$ cat src/hdl/sspp_pkg.sv
// Shared types and constants for the servo status packet parser.
package sspp_pkg;

	localparam logic [7:0] HEADER_BYTE = 8'hFF;
	localparam int         DATA_W      = 40;

	typedef enum logic [1:0] {
		REG_EXPECTED_ID    = 2'd0,
		REG_BROADCAST_ID   = 2'd1,
		REG_EXPECTED_COUNT = 2'd2,
		REG_HUNT_LIMIT     = 2'd3
	} reg_idx_t;

	typedef enum logic [2:0] {
		ST_OK         = 3'd0,
		ST_NO_HEADER  = 3'd1,
		ST_ID_BAD     = 3'd2,
		ST_LEN_BAD    = 3'd3,
		ST_CHKSUM_BAD = 3'd4
	} status_t;

	typedef enum logic [0:0] {
		KIND_PARAM  = 1'b0,
		KIND_STATUS = 1'b1
	} kind_t;

	typedef struct packed {
		logic [7:0] expected_id;
		logic [7:0] broadcast_id;
		logic [7:0] expected_param_count;
		logic [4:0] hunt_limit;
	} cfg_t;

	typedef struct packed {
		kind_t      result_kind;
		logic [7:0] param_byte;
		logic [7:0] param_index;
		status_t    status_code;
		logic [7:0] servo_error;
		logic [7:0] reply_id;
	} result_t;

endpackage

$ cat src/hdl/sspp_cfg.sv
// Configuration register file of the servo status packet parser.
module sspp_cfg import sspp_pkg::*; (
	input  logic       clk,
	input  logic       arst_n,
	input  logic       cfg_valid,
	output logic       cfg_ready,
	input  logic [1:0] cfg_index,
	input  logic [7:0] cfg_data,
	output cfg_t       cfg
);

	cfg_t cfg_q;

	assign cfg_ready = 1'b1;
	assign cfg       = cfg_q;

	always_ff @(posedge clk or negedge arst_n) begin
		if (!arst_n) begin
			cfg_q.expected_id          <= 8'd1;
			cfg_q.broadcast_id         <= 8'd254;
			cfg_q.expected_param_count <= 8'd0;
			cfg_q.hunt_limit           <= 5'd20;
		end else if (cfg_valid) begin
			unique case (reg_idx_t'(cfg_index))
				REG_EXPECTED_ID:    cfg_q.expected_id          <= cfg_data;
				REG_BROADCAST_ID:   cfg_q.broadcast_id         <= cfg_data;
				REG_EXPECTED_COUNT: cfg_q.expected_param_count <= cfg_data;
				REG_HUNT_LIMIT:     cfg_q.hunt_limit           <= cfg_data[4:0];
				default:            cfg_q                      <= cfg_q;
			endcase
		end
	end

endmodule

$ cat src/hdl/sspp_core.sv
// Packet state machine: one byte per step, at most one result per byte.
module sspp_core import sspp_pkg::*; (
	input  logic       clk,
	input  logic       arst_n,
	input  logic       step,
	input  logic [7:0] rx_byte,
	input  cfg_t       cfg,
	output logic       res_valid,
	output result_t    res
);

	typedef enum logic [6:0] {
		PH_HUNT   = 7'b0000001,
		PH_SECOND = 7'b0000010,
		PH_ID     = 7'b0000100,
		PH_LEN    = 7'b0001000,
		PH_ERR    = 7'b0010000,
		PH_PARAM  = 7'b0100000,
		PH_SUM    = 7'b1000000
	} phase_t;

	phase_t     phase_q, phase_d;
	logic [4:0] hunt_q, hunt_d;
	logic [7:0] sum_q, sum_d;
	logic [7:0] seen_q, seen_d;
	logic [7:0] err_q, err_d;
	logic [7:0] id_q, id_d;

	logic       finish;
	status_t    code;
	logic       chk;
	logic [7:0] sum_add;
	logic [7:0] seen_inc;
	logic       hdr;

	assign hdr      = (rx_byte == HEADER_BYTE);
	assign sum_add  = sum_q + rx_byte;
	assign seen_inc = seen_q + 8'd1;

	always_comb begin
		phase_d   = phase_q;
		hunt_d    = hunt_q;
		sum_d     = sum_q;
		seen_d    = seen_q;
		err_d     = err_q;
		id_d      = id_q;
		finish    = 1'b0;
		code      = ST_OK;
		chk       = 1'b0;
		res_valid = 1'b0;
		res       = '{result_kind: KIND_PARAM, param_byte: rx_byte, param_index: seen_q,
		              status_code: ST_OK, servo_error: err_q, reply_id: id_q};
		unique case (phase_q)
			PH_SECOND: begin
				if (!hdr) begin
					finish = 1'b1;
					code   = ST_NO_HEADER;
				end else begin
					sum_d   = '0;
					phase_d = PH_ID;
				end
			end
			PH_ID: begin
				sum_d = sum_add;
				id_d  = rx_byte;
				if (rx_byte != cfg.expected_id && cfg.expected_id != cfg.broadcast_id) begin
					finish = 1'b1;
					code   = ST_ID_BAD;
				end else begin
					phase_d = PH_LEN;
				end
			end
			PH_LEN: begin
				sum_d = sum_add;
				if ({1'b0, rx_byte} != {1'b0, cfg.expected_param_count} + 9'd2) begin
					finish = 1'b1;
					code   = ST_LEN_BAD;
				end else begin
					phase_d = PH_ERR;
				end
			end
			PH_ERR: begin
				sum_d   = sum_add;
				err_d   = rx_byte;
				seen_d  = '0;
				phase_d = (cfg.expected_param_count == 8'd0) ? PH_SUM : PH_PARAM;
			end
			PH_PARAM: begin
				if (seen_q >= cfg.expected_param_count) begin
					chk = 1'b1;
				end else begin
					sum_d     = sum_add;
					res_valid = 1'b1;
					seen_d    = seen_inc;
					if (seen_inc >= cfg.expected_param_count)
						phase_d = PH_SUM;
				end
			end
			PH_SUM: chk = 1'b1;
			default: begin
				// hunting for the first header byte
				if (hunt_q < cfg.hunt_limit) begin
					if (hdr)
						phase_d = PH_SECOND;
					else
						hunt_d = hunt_q + 5'd1;
				end else if (!hdr) begin
					finish = 1'b1;
					code   = ST_NO_HEADER;
				end else begin
					sum_d   = '0;
					phase_d = PH_ID;
				end
			end
		endcase
		if (chk) begin
			finish = 1'b1;
			code   = (~sum_q == rx_byte) ? ST_OK : ST_CHKSUM_BAD;
		end
		if (finish) begin
			res_valid = 1'b1;
			res       = '{result_kind: KIND_STATUS, param_byte: 8'd0, param_index: 8'd0,
			              status_code: code, servo_error: err_d, reply_id: id_d};
			phase_d   = PH_HUNT;
			hunt_d    = '0;
			sum_d     = '0;
			seen_d    = '0;
			err_d     = '0;
			id_d      = '0;
		end
	end

	always_ff @(posedge clk or negedge arst_n) begin
		if (!arst_n) begin
			phase_q <= PH_HUNT;
			hunt_q  <= '0;
			sum_q   <= '0;
			seen_q  <= '0;
			err_q   <= '0;
			id_q    <= '0;
		end else if (step) begin
			phase_q <= phase_d;
			hunt_q  <= hunt_d;
			sum_q   <= sum_d;
			seen_q  <= seen_d;
			err_q   <= err_d;
			id_q    <= id_d;
		end
	end

endmodule

$ cat src/hdl/sspp_out_reg.sv
// Result register on the master side of the servo status packet parser.
module sspp_out_reg import sspp_pkg::*; (
	input  logic              clk,
	input  logic              arst_n,
	input  logic              load,
	input  result_t           res,
	output logic              m_tvalid,
	input  logic              m_tready,
	output logic [DATA_W-1:0] m_tdata,
	output logic              m_tuser
);

	logic    valid_q;
	result_t res_q;

	assign m_tvalid = valid_q;
	// tdata: param_byte, param_index, status_code, servo_error, reply_id, zero pad
	assign m_tdata  = {5'd0, res_q.reply_id, res_q.servo_error, res_q.status_code,
	                   res_q.param_index, res_q.param_byte};
	assign m_tuser  = res_q.result_kind;

	always_ff @(posedge clk or negedge arst_n) begin
		if (!arst_n)
			valid_q <= 1'b0;
		else if (load)
			valid_q <= 1'b1;
		else if (m_tready)
			valid_q <= 1'b0;
	end

	always_ff @(posedge clk) begin
		if (load)
			res_q <= res;
	end

endmodule

$ cat src/hdl/servo_status_packet_parser.sv
// Servo status packet parser: top level with input register and result register.
// A byte accepted on s_* is held in the input register, stepped through the
// packet state machine, and any result is loaded into the result register on m_*.
// Throughput: one byte per cycle while m_* is free; a result held by m_tready low
// stalls the input, also for bytes that give no result.
// Reset: arst_n clears all control state and restores register defaults
// (expected_id 1, broadcast_id 254, expected_param_count 0, hunt_limit 20).
module servo_status_packet_parser import sspp_pkg::*; (
	input  logic              clk,
	input  logic              arst_n,
	input  logic              s_tvalid,
	output logic              s_tready,
	input  logic [7:0]        s_tdata,   // rx_byte
	output logic              m_tvalid,
	input  logic              m_tready,
	output logic [DATA_W-1:0] m_tdata,   // param_byte, param_index, status_code, servo_error, reply_id
	output logic              m_tuser,   // result_kind
	input  logic              cfg_valid,
	output logic              cfg_ready,
	input  logic [1:0]        cfg_index,
	input  logic [7:0]        cfg_data
);

	cfg_t       cfg;
	logic       valid_s1;
	logic [7:0] byte_s1;
	logic       step;
	logic       res_valid;
	result_t    res;

	assign step     = valid_s1 && (!m_tvalid || m_tready);
	assign s_tready = !valid_s1 || step;

	always_ff @(posedge clk or negedge arst_n) begin
		if (!arst_n)
			valid_s1 <= 1'b0;
		else if (s_tready)
			valid_s1 <= s_tvalid;
	end

	always_ff @(posedge clk) begin
		if (s_tready && s_tvalid)
			byte_s1 <= s_tdata;
	end

	sspp_cfg u_cfg (
		.clk       (clk),
		.arst_n    (arst_n),
		.cfg_valid (cfg_valid),
		.cfg_ready (cfg_ready),
		.cfg_index (cfg_index),
		.cfg_data  (cfg_data),
		.cfg       (cfg)
	);

	sspp_core u_core (
		.clk       (clk),
		.arst_n    (arst_n),
		.step      (step),
		.rx_byte   (byte_s1),
		.cfg       (cfg),
		.res_valid (res_valid),
		.res       (res)
	);

	sspp_out_reg u_out (
		.clk      (clk),
		.arst_n   (arst_n),
		.load     (step && res_valid),
		.res      (res),
		.m_tvalid (m_tvalid),
		.m_tready (m_tready),
		.m_tdata  (m_tdata),
		.m_tuser  (m_tuser)
	);

endmodule
$ cat config.mk
export PLATFORM = sky130hd
export DESIGN_NAME = servo_status_packet_parser
export DESIGN_NICKNAME = d
export VERILOG_FILES = /design/src/hdl/sspp_pkg.sv /design/src/hdl/sspp_cfg.sv /design/src/hdl/sspp_core.sv /design/src/hdl/sspp_out_reg.sv /design/src/hdl/servo_status_packet_parser.sv
export SDC_FILE = /design/constraint.sdc
export NUM_CORES = 1
export LEC_CHECK = 0
export BUFFER_PORTS_ARGS = -buffer_cell sky130_fd_sc_hd__buf_4
export CORE_ASPECT_RATIO = 2
export CORE_UTILIZATION = 40
export CTS_BUF_LIST = sky130_fd_sc_hd__clkbuf_8
export CTS_CLUSTER_DIAMETER = 200
export DETAILED_ROUTE_END_ITERATION = 10
export GPL_TIMING_DRIVEN = 0
export HOLD_SLACK_MARGIN = 0.08
export PLACE_DENSITY = 0.65
export SYNTH_ARGS = -nofsm -noshare
export SYNTH_HDL_FRONTEND = slang
export SYNTH_SLANG_ARGS = --single-unit
$ cat constraint.sdc
create_clock -name clk -period 7.8 [get_ports clk]
set_input_delay 1.17 -clock clk [delete_from_list [all_inputs] [get_ports clk]]
set_output_delay 1.17 -clock clk [all_outputs]
set_load 0.02 [all_outputs]
# After elaboration in Yosys (flattened, before gate mapping)

Cells that the tools add are included.

Register bits after elaboration: 119
Bits of input ports: 23
Output and inout port bits: 44

$add $sub $neg: 4
$lt $le $gt $ge: 3
Eq/ne operators: 23
Mux-type cells: 47
Bitwise operators: 1
Reduce and logical (&&, ||, !) cells: 24

Operators with widths:

| operator            | number |
|---|---|
| $mux 8              | 10 |
| $mux 7              | 9 |
| $pmux 7 s6          | 1 |
| $mux 36             | 1 |
| $pmux 8 s4          | 1 |
| $mux 5              | 4 |
| $ge 8x8->1          | 2 |
| $ne 8x8->1          | 2 |
| $pmux 8 s2          | 1 |
| $mux 1              | 13 |
| $pmux 3 s4          | 1 |
| $add 8x2->9 const B | 1 |
| $ne 3x2->1 const B  | 3 |
| $ne 8x9->1          | 1 |
| $add 8x1->8 const B | 1 |
| $add 8x8->8         | 1 |
| $eq 8x8->1          | 1 |
| $eq 8x8->1 const B  | 1 |
| $logic_not 8->1     | 1 |
| $ne 8x6->1 const B  | 1 |
| $not 8->8           | 1 |
| $reduce_and 2->1    | 4 |
| $reduce_and 4->1    | 2 |
| $eq 7x2->1 const B  | 1 |
| 26 further kinds    | 38 |

# Logic depth before layout (Yosys ltp)

Gate-level depths: netlist of the first run.

Depth in word-level cells: 8
Mapped depth: 12

# Modules after synthesis

From an unflattened synthesis of the first run, not the netlist that was laid out.

Cell total of the unflattened synthesis: 532
Area total of the unflattened synthesis: 6341.1 µm²

By module, submodules not included:

| module                     | instances | cells an instance | area an instance (µm²) | seq. area each (µm²) |
|---|---|---|---|---|
| sspp_core                  | 1         | 408               | 3739.8                 | 1102.3 |
| sspp_out_reg               | 1         | 45                | 1158.6                 | 1106.1 |
| sspp_cfg                   | 1         | 64                | 1122.3                 | 738.2 |
| servo_status_packet_parser | 1         | 15                | 320.3                  | 265.3 |

# Worst setup path before layout of the first run

OpenSTA, ideal clock, no wires.

Path type: register to register
Start: register u_core.phase_q[1]
End: register u_out.res_q (netlist bit u_out.m_tdata[0]) (enable)
Setup time: 429 ps
Arrival time: 3363 ps
Data required time: 7371 ps
Path slack: 4007 ps
Cell stages (with the launch flop): 8
Path buffers: 1
Period minus slack after synthesis: 3793 ps
Path through: dfrtp_1 nor3_2 and2_1 o211ai_1 and2_4 buf_2 and3_1 nor2_1

Longest elaborated chain between the ends: 6
Elaborated cells on any way between the ends: 13
Classes of those cells: eq/ne (6); mux (5); reduce/logical (2)

RTL lines:

| what                               | line                             | source |
|---|---|---|
| start, declared                    | sspp_core.sv:22                  | `phase_t phase_q, phase_d;` |
| start signal, assigned             | sspp_core.sv:142                 | `phase_q <= phase_d;` |
| $eq 7x5->1 (tied with other cells) | sspp_core.sv:53                  | `unique case (phase_q)` |
| $reduce_or 3->1 (no source line)   | n/a                              |  |
| $pmux 1 s4                         | sspp_core.sv:53                  |  |
| $mux 1                             | sspp_core.sv:116                 | `if (chk) begin` |
| $mux 1 (*)                         | sspp_core.sv:120                 | `if (finish) begin` |
| $logic_and 1x1->1 (*)              | servo_status_packet_parser.sv:69 | `.load (step && res_valid),` |
| net u_out.load                     | sspp_out_reg.sv:5                | `input logic load,` |
| end signal, assigned               | sspp_out_reg.sv:33               | `res_q <= res;` |
| end, declared                      | sspp_out_reg.sv:14               | `result_t res_q;` |

Mark *: on every way through the listed nets, which the timed path passes. The rest lies on a longest branch.
A chain may end at the register's enable or synchronous reset.

# Worst setup path after layout of the first run

Start: register u_core.seen_q[0]
End: register u_core.phase_q[1]

Longest elaborated chain between the ends: 6
Elaborated cells on any way between the ends: 14
Classes of those cells: add/sub (1); order compare (2); eq/ne (6); mux (4); reduce/logical (1)

RTL lines:

| what                                                | line             | source |
|---|---|---|
| start, declared                                     | sspp_core.sv:25  | `logic [7:0] seen_q, seen_d;` |
| start signal, assigned                              | sspp_core.sv:145 | `seen_q <= seen_d;` |
| branches (longest 6 deep; another with $add 8x1->8) | n/a              |  |

Several ways; the timed one is not identified.

==> results of run 1 <==
[cell usage in the layout, fill, tap and decap left out, types with 20 or more instances in the layout]
cell,n
sky130_fd_sc_hd__buf_4,68
sky130_fd_sc_hd__dfrtp_1,64
sky130_fd_sc_hd__edfxtp_1,44
sky130_fd_sc_hd__ha_1,30
sky130_fd_sc_hd__inv_1,20
sky130_fd_sc_hd__mux2_2,38
sky130_fd_sc_hd__nand2_1,22
sky130_fd_sc_hd__nor2_1,27
sky130_fd_sc_hd__o21ai_0,20
sky130_fd_sc_hd__xnor2_1,21
sky130_fd_sc_hd__xor2_1,20
[final timing paths]
path	startpoint	end	slack (ns)	depth (start not counted)
worst max register to register	u_core.seen_q[0]	u_core.phase_q[1]	4.17	12
max in group asynchronous	arst_n	u_core.err_q[6]	6.26	1
min in group asynchronous	arst_n	u_cfg.cfg[10]	0.88	1
worst min register to register	u_core.id_q[1]	u_core.id_q[1]	0.49	1
worst max-delay path	u_core.seen_q[0]	u_core.phase_q[1]	4.17	12
worst min-delay path	u_core.id_q[1]	u_core.id_q[1]	0.49	1
[cells by family (layout without fill, tap and decap cells)]
family	after synthesis	after routing
xor+xnor	41	41
other cells	2	6
mux	39	39
fa+ha+maj	31	31
buf+inv	55	147
compound gates	101	101
flops	119	119
simple gates	137	137
[power by group through the flow]
| stage | clock network [uW] | logic (uW) | registers, uW |
|---|---|---|---|
| detailed placement | 0 | 759 | 893 |
| global placement | 0 | 737 | 893 |
| global route | 597 | 822 | 895 |
| floorplan | 0 | 443 | 953 |
| CTS | 574 | 761 | 881 |
| finish | 557 | 756 | 879 |
[layout make-up]
type	instances	share of cell area, %
plain buffers	34	2.36
multi-input cells	355	38.1
flip-flops and latches	119	43.6
inverters	21	1.14
repair buffers	60	6.12
well taps	198	3.37
clock inverters	15	2.04
clock buffers	17	3.18
[worst register-to-register path, cell delays in order, from the launching register on]
cell	delay, ns
sky130_fd_sc_hd__dfrtp_1	0.52
sky130_fd_sc_hd__and3_1	0.28
sky130_fd_sc_hd__and3_1	0.26
sky130_fd_sc_hd__nand3_1	0.12
sky130_fd_sc_hd__xnor2_1	0.18
sky130_fd_sc_hd__ha_1	0.31
sky130_fd_sc_hd__and4_1	0.19
sky130_fd_sc_hd__o21ai_0	0.08
sky130_fd_sc_hd__a21oi_1	0.30
sky130_fd_sc_hd__o32a_1	0.27
sky130_fd_sc_hd__nand2_1	0.11
sky130_fd_sc_hd__a21oi_1	0.51
sky130_fd_sc_hd__mux2_2	0.40
[flip-flops by register name, summed over array words and instances (netlist names)]
register and cells:
u_core.seen_q 8, u_out.m_tuser 1, valid_s1 1, u_out.m_tvalid 1, u_core.err_q 8, u_cfg.cfg 29, byte_s1 8, u_core.hunt_q 5
u_core.phase_q 7, u_core.id_q 8, u_out.m_tdata 35, u_core.sum_q 8
[through the flow]
stage          setup WS (ns)  hold WS (ns)
6_report                4.17         0.495
5_1_grt                 4.02         0.508
4_1_cts                 4.20         0.496
3_5_place_dp            4.22         0.478
3_3_place_gp            2.95         0.469
2_1_floorplan           4.01         0.460
[routing by layer]
layer	global-route usage (%)	up-vias	wire length [um]
met4	13.1	0	740
li1	-	2114	-
met2	36.4	106	8110
met3	3.90	36	428
met1	19.3	2158	5460
met5	0	-	0
[synth_stat cells, types with 6 or more instances]
library cell	instances	area share, %
sky130_fd_sc_hd__and3_1	19	1.9
sky130_fd_sc_hd__a31oi_1	6	0.60
sky130_fd_sc_hd__nor2_1	28	1.7
sky130_fd_sc_hd__a22o_1	12	1.7
sky130_fd_sc_hd__nand4_1	10	1.0
sky130_fd_sc_hd__inv_1	20	1.2
sky130_fd_sc_hd__clkbuf_1	17	1.0
sky130_fd_sc_hd__xor2_1	20	2.8
sky130_fd_sc_hd__a21oi_1	9	0.72
sky130_fd_sc_hd__buf_2	7	0.56
sky130_fd_sc_hd__buf_4	8	0.96
sky130_fd_sc_hd__dfrtp_1	64	26
sky130_fd_sc_hd__ha_1	30	6.0
sky130_fd_sc_hd__mux2_2	38	6.8
sky130_fd_sc_hd__a32o_1	18	2.9
sky130_fd_sc_hd__nand2_1	22	1.3
sky130_fd_sc_hd__edfxtp_1	44	21
sky130_fd_sc_hd__a21o_1	10	1.2
sky130_fd_sc_hd__nor4_1	6	0.60
sky130_fd_sc_hd__o21ai_0	20	1.6
sky130_fd_sc_hd__xnor2_1	21	2.9
sky130_fd_sc_hd__nand3_1	12	0.96
sky130_fd_sc_hd__dfstp_2	11	4.6
==> results.txt, run 1 <==
The number of levels in the clock H-tree came out at 4. The worst slew margin relative to its limit came out at 13.3%. The first-pass detailed-route iteration total is 5. The setup path with the least slack is of type reg2reg. The number of rows created at floorplan came out at 64.

The count of warnings emitted by yosys is 0. In this run, the number of DRC markers left after iteration 0 of detailed routing was 205. The count of antenna diodes in the layout is 0. The portion of netlist area occupied by mux cells is 7.00%. The share of total power consumed by net switching is 36.9%. The fraction of the mapped netlist area in simple logic gates came out at 12.9%. Walking the worst path, the cells encountered are and3_1 > and3_1 > nand3_1 > xnor2_1 > ha_1 > and4_1 > o21ai_0 > a21oi_1 > o32a_1 > nand2_1 > a21oi_1 > mux2_2. The mapped netlist covers 6250 um2. The number of antenna violations at the first check in global routing is 0. Excluding fillers, the count of instances in the completed layout stands at 819.

The growth of design area from synthesis to finish is 17.7%. The initial core utilization came out at 40.9%. Max-cap violations in this run came to 0.

The final design instance area without fill is 7360 um2. The placed wire-length estimate after detailed placement is 10.9 mm. Of the total power, the clock network draws 25.4%.

The power density over the cells is 298 nW/um2. The post-detailed-route DRC marker count came out at 0. Summing the areas of all compound-gate instances in the mapped netlist gives 12.5% of the synthesized area. The number of buffers created by CTS came out at 17. The final-stage net count came out at 662. The number of post-CTS setup repair buffers came out at 0.

STA classifies the critical path startpoint as a flop. The horizontal die dimension is 90.4 um. Cells with a size suffix above 1 make up 27.9% of the layout. From bottom edge to top edge, the die measures 179 um. The synthesized netlist contains 68 unique library cells. The clock root buffer is sky130_fd_sc_hd__clkbuf_8. In the finished design, the share of the clock period the worst path needs comes to 46.5%. The final count of pins violating max slew is 0. The net switching power came out at 809 uW. The wire length of the first global-routing pass is 23.6 mm. The tree built by TritonCTS fans out to 119 sinks. The number of synthesized flops with an enable pin came out at 44. The share of flip-flops with an asynchronous set or reset came out at 63.0%.

The pin count of the biggest net entering global routing came out at 76. The worst hold-check path type is reg2reg. The core area is 15300 um2. The transition at the pin with the smallest max-transition slack is 1.30 ns.

The fraction of the core area covered by cells at the end of the flow is 48.1%. The die area came out at 16200 um2. The total global routing track utilization came out at 19.5%. Derived from the worst setup path, the maximum achievable clock frequency is 276 MHz. The via count of the first global-routing pass is 4523.

The average cell area after synthesis came out at 11.9 um2. Registers take 3210 um2. The worst setup path is captured at a flop.

After Yosys synthesis, full adders, half adders and majority gates account for 6.32% of the synthesized area. The hold violation count in the final report is 0. The final critical path time including I/O delays and setup is 3.63 ns. The cell count after synthesis came out at 525. By area, the combinational part of the netlist is dominated by simple AND/OR/NAND/NOR gates.

The count of nets left with antenna violations after detail routing is 0. The critical path contains buffers and inverters numbering 0 combined. The sequential fraction of the synthesis area is 51.4%. The arrival time reported for the critical path endpoint is 3.97 ns. The internal power of the cells totals 1380 uW. The gate family responsible for the most delay along the worst path is compound AO/OA/AOI/OAI gates. The post-detailed-routing wire length is 14.7 mm. Dividing the detail-routed via count by the number of cells gives 5.39. The static leakage power is 0.00327 uW. The worst ir drop on vdd came out at 0.116 mV.

The via count is 4414. Buffers inserted to repair hold after CTS numbered 0. The total design power is 2190 uW.

The area occupied by multi-input gates is 2810 um2. In this run the cell area measured after placement is 6970 um2. The number of I/O pins came out at 67. Routability-driven placement finished with a final weighted congestion of 0.905. The later pin in the worst-skew pair is clocked with a latency of 0.46 ns. The most used flip-flop cell after synthesis is sky130_fd_sc_hd__dfrtp_1. The clock slew at the register clock pins of the worst setup and hold paths came out at 0.08 ns. The register bit total from synthesis came out at 119. The largest individual stage delay along the critical path comes from the cell sky130_fd_sc_hd__dfrtp_1.

Once the clock tree was built, the resizer swapped 0 gates to a different size. The power share of the combinational group is 34.5%. The layout has 1403 filler cells. The run finished with clean final reports. The number of buffers on the longest clock path is 2. The part of the power in registers came out at 40.1%. Once placement completed, the tool counted placed cells totaling 787. Dividing the detail-routed wire length by the instance count gives 18.0 um. TritonCTS built the clock tree. The total overflow left after global routing is 0. Setup repair after global routing left no endpoint under its margin. The required time at the worst-slack endpoint is 8.14 ns.

Setup total negative slack on the finished layout was measured at 0 ns. On the final layout, the worst clock skew is 0.0139 ns. The XOR/XNOR share of the synthesized area is 5.74%. On the worst path, the slowest cell contributes a delay of 0.52 ns. The critical-path maximum fanout is 6. The total of buffers placed on input and output ports is 60.

Setup violations remaining at the end of the flow were counted as 0.
Power figures use the tool's default switching activity.
==> run 2, diff against run 1 <==
--- a/config.mk
+++ b/config.mk
@@ -13,7 +13,7 @@
 export DETAILED_ROUTE_END_ITERATION = 10
 export GPL_TIMING_DRIVEN = 0
 export HOLD_SLACK_MARGIN = 0.08
-export PLACE_DENSITY = 0.65
+export PLACE_DENSITY = 0.67
 export SYNTH_ARGS = -nofsm -noshare
 export SYNTH_HDL_FRONTEND = slang
 export SYNTH_SLANG_ARGS = --single-unit
==> constraint.sdc (replaced) <==
create_clock -name clk -period 3.1 [get_ports clk]
set_input_delay 0.465 -clock clk [delete_from_list [all_inputs] [get_ports clk]]
set_output_delay 0.465 -clock clk [all_outputs]
set_load 0.02 [all_outputs]
==> results.txt, run 2 (synthesis results as in run 1) <==
The flow ran to the end, and the final reports show no timing, DRC or antenna violations. The worst ir drop on vdd came out at 0.321 mV. The power density over the cells came out at 765 nW/um2. TritonCTS built the clock tree.

The critical-path maximum fanout is 12. The number of antenna violations at the first check in global routing is 0. Once the floorplan was initialized, standard cells occupied 40.9% of the core.

The via count came out at 4533. The non-filler instance count after layout is 829. Leaving out fill and tap cells, the most frequent cells in the layout are 75 x sky130_fd_sc_hd__buf_4, 61 x sky130_fd_sc_hd__dfrtp_1, 44 x sky130_fd_sc_hd__edfxtp_1, 38 x sky130_fd_sc_hd__mux2_2, 30 x sky130_fd_sc_hd__ha_1. The sink count of the clock tree came out at 119. The static leakage power is 0.00336 uW. The met1 wire length came out at 5.30 mm.

The flip-flop count of the largest register after layout came out at 35. The hold violation count in the final report is 0. The via count of the first global-routing pass came to 4637. The total global routing track utilization came out at 19.7%. The later-pin clock latency in the skew report came out at 0.46 ns. Of the cells placed in the final design, the portion with a size suffix greater than 1 is 31.9%. Across the routed clock network, the largest skew measured is 0.0200 ns.

The tightest min-delay check is of the in2async type. The critical path class is reg2reg. STA classifies the critical path startpoint as a flop. The most critical setup path has its endpoint at u_out.m_tdata[18]. In the routed design, unresolved DRC markers number 0. The met3 wire length is 479 um. Buffers placed on the I/O ports in this run total 60. The number of max-cap violations is 0.

The highest achievable clock rate came out at 333 MHz. The number of design-rule violations left by the first detailed-router iteration came out at 236. The number of rows created at floorplan is 64. The post-detailed-routing wire length came out at 14.9 mm. The aggregate global routing overflow came out at 0.

After clock tree synthesis, the clock-pin slew on the worst setup and hold paths is 0.08 ns. The H-tree was split into 4 levels. 67 I/O pins were placed.

The transition at the pin with the smallest max-transition slack is 1.20 ns. The total cell area at the placement stage came out at 6970 um2. In this run, placement finished with an instance count of 787. The pin count of the biggest net entering global routing came out at 76. The placer congestion estimate came out at 0.891. The die area came out at 16200 um2. The required time at the worst-slack endpoint is 3.31 ns. The number of buffers on the longest clock path is 2. The worst register-to-register path ends at u_out.m_tdata[18]. In this run the worst setup path begins at u_cfg.cfg[7]. The number of clock buffers added by TritonCTS is 17. The count of antenna diodes in the layout is 0. The wire length of the first global-routing pass is 23.8 mm. For the finished layout, the period the worst path requires is 3.01 ns. In this run the top signal layer used is met4. At the worst endpoint, the arrival time is 3.22 ns. The hold buffer count at CTS came out at 0. The horizontal die dimension is 90.4 um. The worst slew margin relative to its limit came out at 19.9%. The final-stage net count is 672. Relative to the synthesized area, the layout overhead comes to 20.8%. The per-cell via count in the routed design came out at 5.47.

After detailed routing, the met2 layer carries 8.39 mm of wire. The library cell used most frequently in the layout, excluding fill and tap cells, is sky130_fd_sc_hd__buf_4. The first-pass detailed-route iteration total came out at 4.

The finished cells cover 7560 um2. The vertical die dimension is 179 um. Setup violations remaining at the end of the flow were counted as 0. The count of nets left with antenna violations after detail routing is 0.

The final count of pins violating max slew came out at 0. The category of the worst setup path capture point is a flop. The worst register-to-register path begins at u_cfg.cfg[7]. In the final routed layout, each cell accounts on average for 18.0 um. The depth of the worst register-to-register path came out at 10. In this run the clock root is driven by a sky130_fd_sc_hd__clkbuf_8. The setup check on the worst reg-to-reg path leaves a slack of 0.09 ns.

After floorplanning, the core was sized to cover 15300 um2. The worst path uses 97.0% of the clock period. The placed wire-length estimate after detailed placement is 10.9 mm.
run 2: cell count changes in the layout (fill, tap and decap cells not counted), moves of 3 or more:
| cell | change |
|---|---|
| sky130_fd_sc_hd__buf_4 | +7 |
| sky130_fd_sc_hd__clkbuf_1 | -4 |
| sky130_fd_sc_hd__clkbuf_2 | +4 |
| sky130_fd_sc_hd__clkbuf_8 | +4 |
| sky130_fd_sc_hd__and3_1 | -3 |
| sky130_fd_sc_hd__and3_4 | +3 |
| sky130_fd_sc_hd__dfrtp_1 | -3 |
| sky130_fd_sc_hd__dfrtp_2 | +3 |
run 2: power by group:
group	switching, uW	leakage (uW)	internal (uW)
Clock	662	0.000210	800
Sequential	182	0.00137	2030
Combinational	1240	0.00178	866
run 2: how the worst min path moves through the flow:
stage / start / endpoint / slack (ns) / cells after the start
2_1_floorplan: arst_n / u_cfg.cfg[0] / 0.17 / 0
3_3_place_gp: u_core.id_q[4] / u_core.id_q[4] / 0.47 / 1
3_5_place_dp: u_core.id_q[2] / u_core.id_q[2] / 0.48 / 1
4_1_cts: s_tdata[6] / byte_s1[6] / 0.16 / 1
5_1_grt: s_tdata[6] / byte_s1[6] / 0.15 / 1
6_report: arst_n / u_core.phase_q[5] / 0.16 / 1
run 2: stage by stage:
step / hold WS [ns] / total power [uW] / utilization [%] / setup TNS (ns) / setup slack (ns)
floorplan: 0.169 / 3520 / - / 0 / 0.294
global placement: 0.470 / 4110 / 45.6 / -18.77 / -0.465
detailed placement: 0.479 / 4160 / 45.6 / -21.28 / -0.490
CTS: 0.163 / 5750 / 48.9 / 0 / 0.00273
global route: 0.155 / 6080 / 49.4 / -0.0211 / -0.00587
finish: 0.162 / 5780 / 49.4 / 0 / 0.0925
run 2: what timing repair did:
action / in CTS / in global routing
gates cloned: 1 / 0
endpoints found under the setup margin: 65 / 61
resized for setup: 11 / 14
buffers inserted: 4 / 5
pin swaps: 3 / 6
run 2: critical path, cell delays in order, from the launching register on:
cell and delay, ns:
sky130_fd_sc_hd__dfrtp_2 0.46, sky130_fd_sc_hd__ha_1 0.31, sky130_fd_sc_hd__xnor2_1 0.14, sky130_fd_sc_hd__nand3_1 0.09, sky130_fd_sc_hd__or4bb_1 0.53, sky130_fd_sc_hd__a211oi_2 0.32
sky130_fd_sc_hd__and2_4 0.24, sky130_fd_sc_hd__clkbuf_4 0.19, sky130_fd_sc_hd__and3_4 0.24, sky130_fd_sc_hd__nor2_4 0.07, sky130_fd_sc_hd__buf_12 0.18
run 2: area by class of cell:
class,count,area [um2]
repair buffers,69,543
plain buffers,34,181
clock buffers,21,289
fillers,1346,7740
multi-input cells,356,2880
inverters,21,83.8
well taps,198,248
clock inverters,11,121
flip-flops and latches,119,3220
run 2: per-layer routing:
metal	track usage (%)	vias to the layer above
li1	-	2132
met1	18.7	2225
met2	36.5	128
met3	3.69	48
met4	16.0	0
met5	0	-
==> run 3, diff against run 2 <==
--- a/config.mk
+++ b/config.mk
@@ -16,4 +16,5 @@
 export PLACE_DENSITY = 0.67
 export SYNTH_ARGS = -nofsm -noshare
 export SYNTH_HDL_FRONTEND = slang
+export SYNTH_HIERARCHICAL = 1
 export SYNTH_SLANG_ARGS = --single-unit
==> results.txt, run 3 <==
The initial core utilization is 41.2%. The floorplan step defined a core boundary enclosing 15400 um2. The pin count of the biggest net entering global routing is 76. The number of max-cap violations is 0. The number of buffers on the longest clock path came out at 2. The count of fill cells added during filler insertion came out at 1438. The layer flagged by global routing as most heavily used is met2. The highest achievable clock rate is 331 MHz. The die covers 16400 um2. The later pin in the worst-skew pair is clocked with a latency of 0.44 ns.

The number of I/O pins came out at 67. STA classifies the critical path startpoint as a flop. CTS placed an instance of sky130_fd_sc_hd__clkbuf_8 at the clock tree root. Averaged over all synthesized cells, the footprint is 11.9 um2. For met2 alone, demand over resource in global routing was 35.7%. The growth of design area from synthesis to finish is 20.0%. The number of failing setup endpoints in the final timing report is 0.

For this run, the detailed router's first-pass iteration total came to 4. The floorplan has 64 rows. Ranked by instance count, the synthesized netlist is headed by 64 x sky130_fd_sc_hd__dfrtp_1, 44 x sky130_fd_sc_hd__edfxtp_1, 37 x sky130_fd_sc_hd__mux2_2. After detailed routing, the total wire length is 15.4 mm. After layout, the minimum clock period comes to 3.02 ns. The per-cell via count in the routed design came out at 5.43. During placement, the flow inserted port buffers numbering 60.

The power density over the cells came out at 849 nW/um2. The hold slack came out at 0.170 ns. After clock tree synthesis, the clock-pin slew on the worst setup and hold paths is 0.09 ns. Once detailed placement completed, the half-perimeter wirelength came to 11.1 mm. The post-synthesis cell type count is 75. The total standard cell area after synthesis came out at 6340 um2. The aggregate global routing overflow is 0. The horizontal die dimension is 91.0 um. Among all flip-flop cells after synthesis, the most frequent one is sky130_fd_sc_hd__dfrtp_1. Total power for the finished layout comes to 6460 uW. The depth of the worst register-to-register path came out at 12.

The hold buffer count at CTS is 0. The detail route stage leaves a number of antenna-violating nets equal to 0. Dividing the detail-routed wire length by the instance count gives 18.5 um. The startpoint identified for the worst register-to-register timing path is u_cfg/cfg[2]. The number of antenna violations at the first check in global routing is 0. The fraction of synthesized cell area taken by the top area cell type came out at 25.3%. The flip-flop count of the largest register after layout came out at 35. OpenSTA, run right after detailed placement, puts the worst setup slack at -0.437 ns. Of the cells placed in the final design, the portion with a size suffix greater than 1 is 31.7%. The final-stage net count is 675. 0 antenna diodes ended up in the layout. The required time at the worst-slack endpoint is 3.30 ns. The via count came out at 4518. The number of synthesized flops with an enable pin came out at 44. The tree built by TritonCTS fans out to 119 sinks. For this run, the number of Yosys warnings is 6. Leaving out fill and tap cells, the most frequent cells in the layout are 69 x sky130_fd_sc_hd__buf_4, 64 x sky130_fd_sc_hd__dfrtp_1, 44 x sky130_fd_sc_hd__edfxtp_1, 37 x sky130_fd_sc_hd__mux2_2, 30 x sky130_fd_sc_hd__ha_1. In this run the tightest slew margin relative to its limit is 34.2%. The worst-case register-to-register setup slack is 0.08 ns. The global-route track usage on met1 came out at 20.3%. In this run, synthesis produced a sequential element count of 119. The via count of the first global-routing pass came out at 4806.

sky130_fd_sc_hd__dfrtp_1 takes more of the synthesized area than any other cell. The congestion estimate from routability-driven global placement came to 0.877. Global routing used 19.6% of the available tracks.

After synthesis, the cell types taking the most area are sky130_fd_sc_hd__dfrtp_1 25%, sky130_fd_sc_hd__edfxtp_1 21%, sky130_fd_sc_hd__mux2_2 6.6%. The worst ir drop on vdd is 0.327 mV. The transition at the pin with the smallest max-transition slack is 0.987 ns. The run finished with clean final reports. The global-route met3 utilization came out at 3.16%.

The share of flip-flops with an asynchronous set or reset is 63.0%. The final count of pins violating max slew came out at 0. The final design instance area without fill came out at 7610 um2. The TritonCTS clock tree is done.

The H-tree was split into 4 levels. Dividing the final minimum period by the clock period gives 97.5%. Setup repair after global routing could not meet its margin everywhere. After synthesis, flip-flops and latches occupy 50.7% of the total area. The hold violation count in the final report was 0. The most repeated cell in the gate-level netlist after synthesis is sky130_fd_sc_hd__dfrtp_1. The number of buffers created by CTS came out at 17. By startpoint and endpoint, the worst setup path is classified as reg2reg. The critical-path maximum fanout is 10. The worst hold-check path type is in2async. The library cell used most frequently in the layout, excluding fill and tap cells, is sky130_fd_sc_hd__buf_4. The worst reg2reg path endpoint is u_out/m_tuser. The analysis attributes to cell leakage a power of 0.00339 uW. The arrival time reported for the critical path endpoint came out at 3.22 ns. In the routed design, unresolved DRC markers number 0. The wire length of the first global-routing pass came out at 24.6 mm. Summing all placed instances gives a cell area of 7060 um2. The count of mapped cells out of synthesis is 532.

After layout, the worst setup slack is 0.0785 ns. The vertical die dimension is 180 um. STA classifies the critical path endpoint as a flop. In this run, the number of DRC markers left after iteration 0 of detailed routing was 250. The worst setup skew after layout came out at 0.0202 ns.
==> run 3: cell types whose count changed in the layout (fill, tap and decap cells not counted), moves of 6 or more <==
| cell | delta |
|---|---|
| sky130_fd_sc_hd__a22o_1 | +11 |
| sky130_fd_sc_hd__mux2i_1 | +7 |
| sky130_fd_sc_hd__and3_1 | -16 |
| sky130_fd_sc_hd__nand2_1 | +7 |
| sky130_fd_sc_hd__nor3_1 | +6 |
| sky130_fd_sc_hd__o21ai_0 | -9 |
| sky130_fd_sc_hd__and2_1 | +6 |
| sky130_fd_sc_hd__buf_4 | -6 |
| sky130_fd_sc_hd__a32o_1 | -17 |
==> run 3: final cells by class <==
cell class	instances	area [um2]	share of cell area (%)
Sequential cell	119	3210	42.2
Multi-Input combinational cell	359	2960	38.8
Timing Repair Buffer	65	538	7.07
Tap cell	198	248	3.25
Clock buffer	17	234	3.07
Buffer	35	190	2.50
Clock inverter	15	143	1.87
Inverter	24	90.1	1.18
==> run 3: timing repair <==
action	4_1_cts	5_1_grt
buffers inserted	4	1
pin swaps	1	1
gates resized for setup	14	6
endpoints found under the setup margin	75	65
gates cloned	1	0
==> run 3: metrics by stage <==
step,setup TNS [ns],util [%],cells
2_1_floorplan,0,-,536
3_3_place_gp,-13.16,45.9,794
3_5_place_dp,-19.39,45.9,794
4_1_cts,-0.0123,49.2,831
5_1_grt,-0.0218,49.5,832
6_report,0,49.5,832
==> run 3: worst max-delay path by stage <==
| stage | cells after the start | slack [ns] | end | from |
|---|---|---|---|---|
| floorplan | 11 | 0.18 | u_out/m_tdata[0] | u_cfg/cfg[2] |
| global placement | 11 | -0.31 | u_out/m_tdata[18] | u_cfg/cfg[2] |
| detailed placement | 11 | -0.44 | u_out/m_tdata[18] | u_cfg/cfg[2] |
| CTS | 12 | -0.01 | u_core/phase_q[2] | u_core/seen_q[0] |
| global route | 12 | -0.02 | u_out/m_tuser | u_cfg/cfg[2] |
| finish | 12 | 0.08 | u_out/m_tuser | u_cfg/cfg[2] |
==> run 3: cells by family (layout without fill, tap and decap cells) <==
logic type / count (synthesis) / after routing / share of synthesized area [%]
AND/OR/NAND/NOR: 143 / 144 / 12.8
flip-flops: 119 / 119 / 50.7
AO/OA/AOI/OAI: 91 / 91 / 12.1
buffers and inverters: 59 / 156 / 4.34
multiplexers: 46 / 46 / 8.07
XOR/XNOR: 41 / 41 / 5.66
adder cells (fa/ha/maj): 31 / 31 / 6.24
other: 2 / 6 / 0.118
==> run 3: per-layer routing <==
metal	up-vias	part of all wire, %	wire, um
met4	0	5.6	856
met3	42	3.6	553
met2	125	55	8430
met1	2230	36	5560
met5	-	0	0
li1	2121	-	-
==> run 3: power breakdown <==
group	internal, uW	switching, uW	total (uW)
clock network	652	696	1350
registers	2120	257	2370
logic	1180	1560	2740
total	3950	2510	6460
==> run 3: worst max-delay path: stages, from the launching register on <==
cell and delay, ns:
sky130_fd_sc_hd__dfstp_2 0.54, sky130_fd_sc_hd__inv_1 0.04, sky130_fd_sc_hd__ha_1 0.30, sky130_fd_sc_hd__a21oi_1 0.14, sky130_fd_sc_hd__o21ai_1 0.13, sky130_fd_sc_hd__a31oi_2 0.37
sky130_fd_sc_hd__o21bai_2 0.09, sky130_fd_sc_hd__a31o_1 0.24, sky130_fd_sc_hd__buf_6 0.15, sky130_fd_sc_hd__nor3_2 0.27, sky130_fd_sc_hd__inv_2 0.15, sky130_fd_sc_hd__buf_2 0.22
sky130_fd_sc_hd__buf_4 0.15
